$ cat src/rtl/pfsa_pkg.sv
// shared types, constants and helpers for the page frame stack allocator
package pfsa_pkg;

  // sizing
  localparam int unsigned MAX_FRAMES = 1024;
  localparam int unsigned IDX_W      = $clog2(MAX_FRAMES);
  localparam int unsigned FRM_W      = IDX_W + 1;
  localparam int unsigned SPG_W      = FRM_W + 2;
  localparam int unsigned ADDR_W     = 32;
  localparam int unsigned SHIFT_W    = 5;
  localparam int unsigned CFG_IDX_W  = 2;

  // page shift limits
  localparam logic [SHIFT_W-1:0] SHIFT_MIN = SHIFT_W'(6);
  localparam logic [SHIFT_W-1:0] SHIFT_MAX = SHIFT_W'(16);
  localparam logic [SHIFT_W-1:0] SHIFT_RST = SHIFT_W'(12);

  // request kinds
  localparam logic [1:0] REQ_INIT  = 2'd0;
  localparam logic [1:0] REQ_ALLOC = 2'd1;
  localparam logic [1:0] REQ_FREE  = 2'd2;

  // result status codes
  localparam logic [1:0] STATUS_OK    = 2'd0;
  localparam logic [1:0] STATUS_EMPTY = 2'd1;
  localparam logic [1:0] STATUS_FULL  = 2'd2;
  localparam logic [1:0] STATUS_RANGE = 2'd3;

  // configuration register indexes
  localparam logic [CFG_IDX_W-1:0] CFG_REGION_BASE = CFG_IDX_W'(0);
  localparam logic [CFG_IDX_W-1:0] CFG_REGION_SIZE = CFG_IDX_W'(1);
  localparam logic [CFG_IDX_W-1:0] CFG_PAGE_SHIFT  = CFG_IDX_W'(2);

  // shared unit operations
  typedef enum logic [1:0] {
    ALU_ADD,
    ALU_SUB,
    ALU_SHR,
    ALU_SHL
  } alu_op_t;

  typedef struct packed {
    alu_op_t              op;
    logic [SHIFT_W-1:0]   sh;
  } alu_ctl_t;

  // stack memory write port
  typedef struct packed {
    logic             en;
    logic [IDX_W-1:0] addr;
    logic [IDX_W-1:0] data;
  } ram_wr_t;

  // sequencer states
  typedef enum logic [3:0] {
    ST_IDLE,
    ST_I_TOT,
    ST_I_ADD,
    ST_I_SPG,
    ST_I_SHL,
    ST_I_BASE,
    ST_I_FRM,
    ST_I_FILL,
    ST_A_POP,
    ST_A_SHL,
    ST_A_ADD,
    ST_F_SUB,
    ST_F_SHR,
    ST_RESP
  } state_t;

  // page shift held to its legal range
  function automatic logic [SHIFT_W-1:0] clamp_shift(input logic [SHIFT_W-1:0] s);
    logic [SHIFT_W-1:0] r;
    r = s;
    if (s < SHIFT_MIN) r = SHIFT_MIN;
    if (s > SHIFT_MAX) r = SHIFT_MAX;
    return r;
  endfunction

endpackage

$ cat src/rtl/pfsa_alu.sv
// shared add, subtract and shift unit driven by the sequencer
module pfsa_alu (
  input  pfsa_pkg::alu_ctl_t            ctl,
  input  logic [pfsa_pkg::ADDR_W-1:0]   a,
  input  logic [pfsa_pkg::ADDR_W-1:0]   b,
  output logic [pfsa_pkg::ADDR_W-1:0]   res,
  output logic                          borrow
);

  logic [pfsa_pkg::ADDR_W:0] diff;

  // one operation per cycle
  always_comb begin
    diff   = {1'b0, a} - {1'b0, b};
    res    = a;
    borrow = 1'b0;
    case (ctl.op)
      pfsa_pkg::ALU_ADD: res = a + b;
      pfsa_pkg::ALU_SUB: begin
        res    = diff[pfsa_pkg::ADDR_W-1:0];
        borrow = diff[pfsa_pkg::ADDR_W];
      end
      pfsa_pkg::ALU_SHR: res = a >> ctl.sh;
      pfsa_pkg::ALU_SHL: res = a << ctl.sh;
      default: res = a;
    endcase
  end

endmodule

$ cat config.mk
export PLATFORM = sky130hd
export DESIGN_NAME = pfsa_alu
export DESIGN_NICKNAME = d
export VERILOG_FILES = /design/src/rtl/pfsa_pkg.sv /design/src/rtl/pfsa_alu.sv
export SDC_FILE = /design/constraint.sdc
export NUM_CORES = 1
export LEC_CHECK = 0
export ABC_AREA = 0
export CORE_MARGIN = 8
export CORE_UTILIZATION = 60
export DETAILED_ROUTE_END_ITERATION = 16
export DONT_BUFFER_PORTS = 1
export PLACE_DENSITY = 0.75
export SLEW_MARGIN = 10
export SYNTH_ARGS = -nofsm -noshare
export SYNTH_HDL_FRONTEND = slang
export SYNTH_SLANG_ARGS = --single-unit
export TNS_END_PERCENT = 5
$ cat constraint.sdc
create_clock -name vclk -period 4.25
set_input_delay 0.2125 -clock vclk [all_inputs]
set_output_delay 0.2125 -clock vclk [all_outputs]
set_load 0.1 [all_outputs]
Word level (Yosys, flattened, before mapping)
Index checks and enable logic that the tools add are counted.
Word-level totals
  latch bits: 0
  output and inout port bits: 33
  register bits after elaboration: 0
  memory bits (writable): 0
  word-level logic and storage cells: 10
  memories: 0
  bits in read-only memories: 0
  input bits: 71
Cells by class
  div/mod/pow operators: 0
  bitwise logic cells: 0
  $mul: 0
  reductions and logical operators: 1
  add/subtract/negate cells: 2
  mux-type cells: 2
  equality and inequality tests: 3
  $lt $le $gt $ge: 0
  shift operators: 2
Operators by type and width (count)
  32-bit case mux with 4 select lines: 1
  32-bit by 32-bit subtractor with 33-bit output: 1
  32-bit adder: 1
  32-bit by 5-bit << shifter with 32-bit output: 1
  32-bit by 5-bit right shift with 32-bit output: 1
  2-bit equality test, second input constant: 2
  2-bit by 1-bit equality test with 1-bit output, second input constant: 1
  2-bit zero test: 1
  1-bit two-way mux: 1

Longest topological paths before layout
  depth in word-level cells: 2
  mapped depth: 13
  depth with buffers taken out: 12

Least setup slack after synthesis
OpenSTA, ideal clock, no wires.
  path type: input to output
  from: input ctl[0] (netlist bit)
  to: output res[9] (netlist bit)
  data required time: 4.038 ns
  setup slack: -1.034 ns
  buffers on the path: 4
  cell stages on the path: 10
  arrival time: 5.071 ns
  cell sequence: buf_4 > buf_4 > buf_2 > buf_2 > o21ai_0 > a21oi_1 > mux2i_1 > nor2_1 > a21oi_1 > o311ai_0
On the way
  cells in the longest elaborated chain, start to end: 2
  elaborated cells between the ends (all ways): 3
  classes of those cells: shift (2); mux (1)
RTL lines
  from (decl): line pfsa_alu.sv:3  | input pfsa_pkg::alu_ctl_t ctl,
  32-bit by 5-bit << shifter with 32-bit output or 32-bit by 5-bit right shift with 32-bit output (tied branches): line pfsa_alu.sv:24, pfsa_alu.sv:23
  32-bit case mux with 4 select lines (*): line pfsa_alu.sv:17  | case (ctl.op)
  to (decl): line pfsa_alu.sv:6  | output logic [pfsa_pkg::ADDR_W-1:0] res,
Mark *: on every way between the ends. The rest lies on a longest branch, timed or not.

Worst setup path after layout
  from: input b[15] (netlist bit)
  to: output res[29] (netlist bit)
On the way
  cells in the longest elaborated chain, start to end: 2
  elaborated cells between the ends (all ways): 3
  classes of those cells: add/sub (2); mux (1)
RTL lines
  from (decl): line pfsa_alu.sv:5  | input logic [pfsa_pkg::ADDR_W-1:0] b,
  32-bit by 32-bit subtractor with 33-bit output or 32-bit adder (tied branches): line pfsa_alu.sv:14, pfsa_alu.sv:18
  32-bit case mux with 4 select lines (*): line pfsa_alu.sv:17
Marked as above.

==> results.md <==
- Drt wl/cell: 23.4 um
- Grt ovf: 0
- Setup WS post-layout: 0.800 ns
- Setup bufs post-CTS: 0
- NumNets Final: 1150
- Net count after synthesis: 1195
- Worst rel slew slack: 23.1%
- PD cells: 199 mW/mm^2
- WP data arrival: 3.24 ns
- DIE HEIGHT: 126 um
- Worst slack at placement: 0.854 ns
- Clock buffers: 0
- Switching Share: 65.9%
- Drt total wl: 27.1 mm
- Overall global routing resource usage: 32.3%
- Tmin final: ~3.4 ns
- Avg Cell Area, Syn: around 6.8 sq um
- Sequential fraction of the synthesis area: 0%
- Tcrit/Tclk final: 81.2%
- YS warnings: 0
- Fin Setup TNS: 0 ns
- Cell taking the most area after synthesis: ha_1
- Core region area: 0.0119 sq mm
- Share of post-route cells with drive strength above 1: ~13%
- Slew Limit Fails: 0
- Worst Path Required: 4.04 ns
- Clock power share: 0%
- Status: completed
- Final estimated routing congestion in global placement: about 1
- Via density: 7.16
- Synth top area share: 10.9%
- Max-cap violations: 0
- Hold_buf cts: 0
- Synth area leaders: ha_1 (11%), mux4_2 (9.7%), mux2i_1 (8.7%), a21oi_1 (7.3%), o21ai_0 (6.3%)
- WS Path Type: in2out
- Leak: 3.11 nW
- Antenna-violating nets left: 0
- FF/Latch Area: 0 sq um
- Fin. Hold Viols: 0
- Startpoint Class: input pin
- Internal power: 0.517 mW
- RSZ-0062 raised after global routing: no
- Drt first-iter violations: 1165
- Post-route DRC violation count: 0
- Syn Inst Count: about 1100
- Vias: about 8300
- Starting density of the core: 60.8%
- Top Ports: 104
- Ant diodes: 0
- Post-Syn Area: 0.00721 sq mm
- Min-Delay Path Class: in2out
- DP HPWL: ~21 mm
- CP endpoint kind: primary output
- Seq_cells: 0
- P_sw: approximately 1 mW
- Post-synthesis cell type count: 71
- Maximum clock rate: approximately 290 MHz
- Seq pwr share: 0%
- Worst-path maximum fanout: 13
- Logic pwr share: 100.0%
- Resized cells post-CTS: 0
- Area Growth Syn to Fin: 5.43%
- Die W: 126 um
- Die area: 0.0158 sq mm
- VDD IR max: 247 uV
- Least-Margin Pin Slew: 1.15 ns
- Initial antenna violation count: 0
- Vias in the first global route: 7542
- Port-buffer cells: 0
- Finish-stage setup viols: 0
- Largest net degree at the start of global routing: between 90 and 100
- Drt pass-1 iters: 7
- First-pass GRT wire length: 41.6 mm
- Rows: 40
per-layer routing:
layer / global-route usage, % / vias up / wire, um
li1: - / 3846 / -
met1: 42.4 / 3847 / 10500
met2: 49.2 / 534 / 11800
met3: 9.45 / 77 / 3700
met4: 11.1 / 0 / 1020
met5: 0 / - / 0
layout by cell type, fill, tap and decap left out, types with 26 or more instances in the layout:
master   count
nor2_1     116
a21oi_1    103
o21ai_0     88
nand2_1     86
inv_1       67
mux2i_1     63
ha_1        63
mux4_2      31
buf_4       31
xnor2_1     26
cells in the mapped netlist, drive strengths merged, types with 10 or more instances:
master	count
nand2	86
a221oi	11
or3	14
nor3	23
mux4	31
o21bai	10
buf	42
xnor2	26
nand2b	11
o211ai	18
o21ai	92
nand3	16
nor2	118
o22ai	23
mux2i	64
a22oi	10
inv	68
a21o	19
a211oi	15
a31oi	14
ha	63
clkbuf	44
a21oi	105
mux2	20
nor2b	11
layout make-up:
cell class,count,area (sq um)
Timing Repair Buffer,39,453
Tap cell,147,184
Inverter,70,263
Fill cell,1114,4260
Multi-Input combinational cell,903,6710
worst paths after layout:
check	cells past startpoint	end	start	slack (ns)
worst max-delay path	11	res[29]	b[15]	0.80
worst min-delay path	2	res[14]	ctl[6]	0.72
power groups by stage:
stage | Clock (mW) | Sequential, mW | Combinational [mW]
floorplan | 0 | 0 | 1.16
global route | 0 | 0 | 1.59
detailed placement | 0 | 0 | 1.48
CTS | 0 | 0 | 1.49
global placement | 0 | 0 | 1.48
finish | 0 | 0 | 1.51
cell families after synthesis:
kind of cell / count (synthesis) / synth area share, %
compound gates: 384 / 34.7
xor+xnor: 28 / 3.40
fa+ha+maj: 65 / 11.5
buf+inv: 156 / 9.18
mux: 115 / 21.7
simple gates: 311 / 19.5
critical path, cell delays in order:
cell       delay (ns)
inv_1            0.02
ha_1             0.44
nor3_1           0.34
nand2_1          0.11
or3_1            0.33
or3_1            0.34
o221ai_1         0.22
nand2_1          0.18
o31ai_1          0.43
o2111ai_1        0.25
o311ai_4         0.36
stage by stage:
stage,util (%),area (sq um),cells,hold slack [ns],power [mW]
floorplan,-,7210,1059,0.785,1.16
global placement,64.1,7600,1159,0.711,1.48
detailed placement,64.1,7600,1159,0.707,1.48
CTS,64.1,7600,1159,0.711,1.49
global route,64.1,7600,1159,0.724,1.59
finish,64.1,7600,1159,0.724,1.51
(Power assumes the default switching activity.)
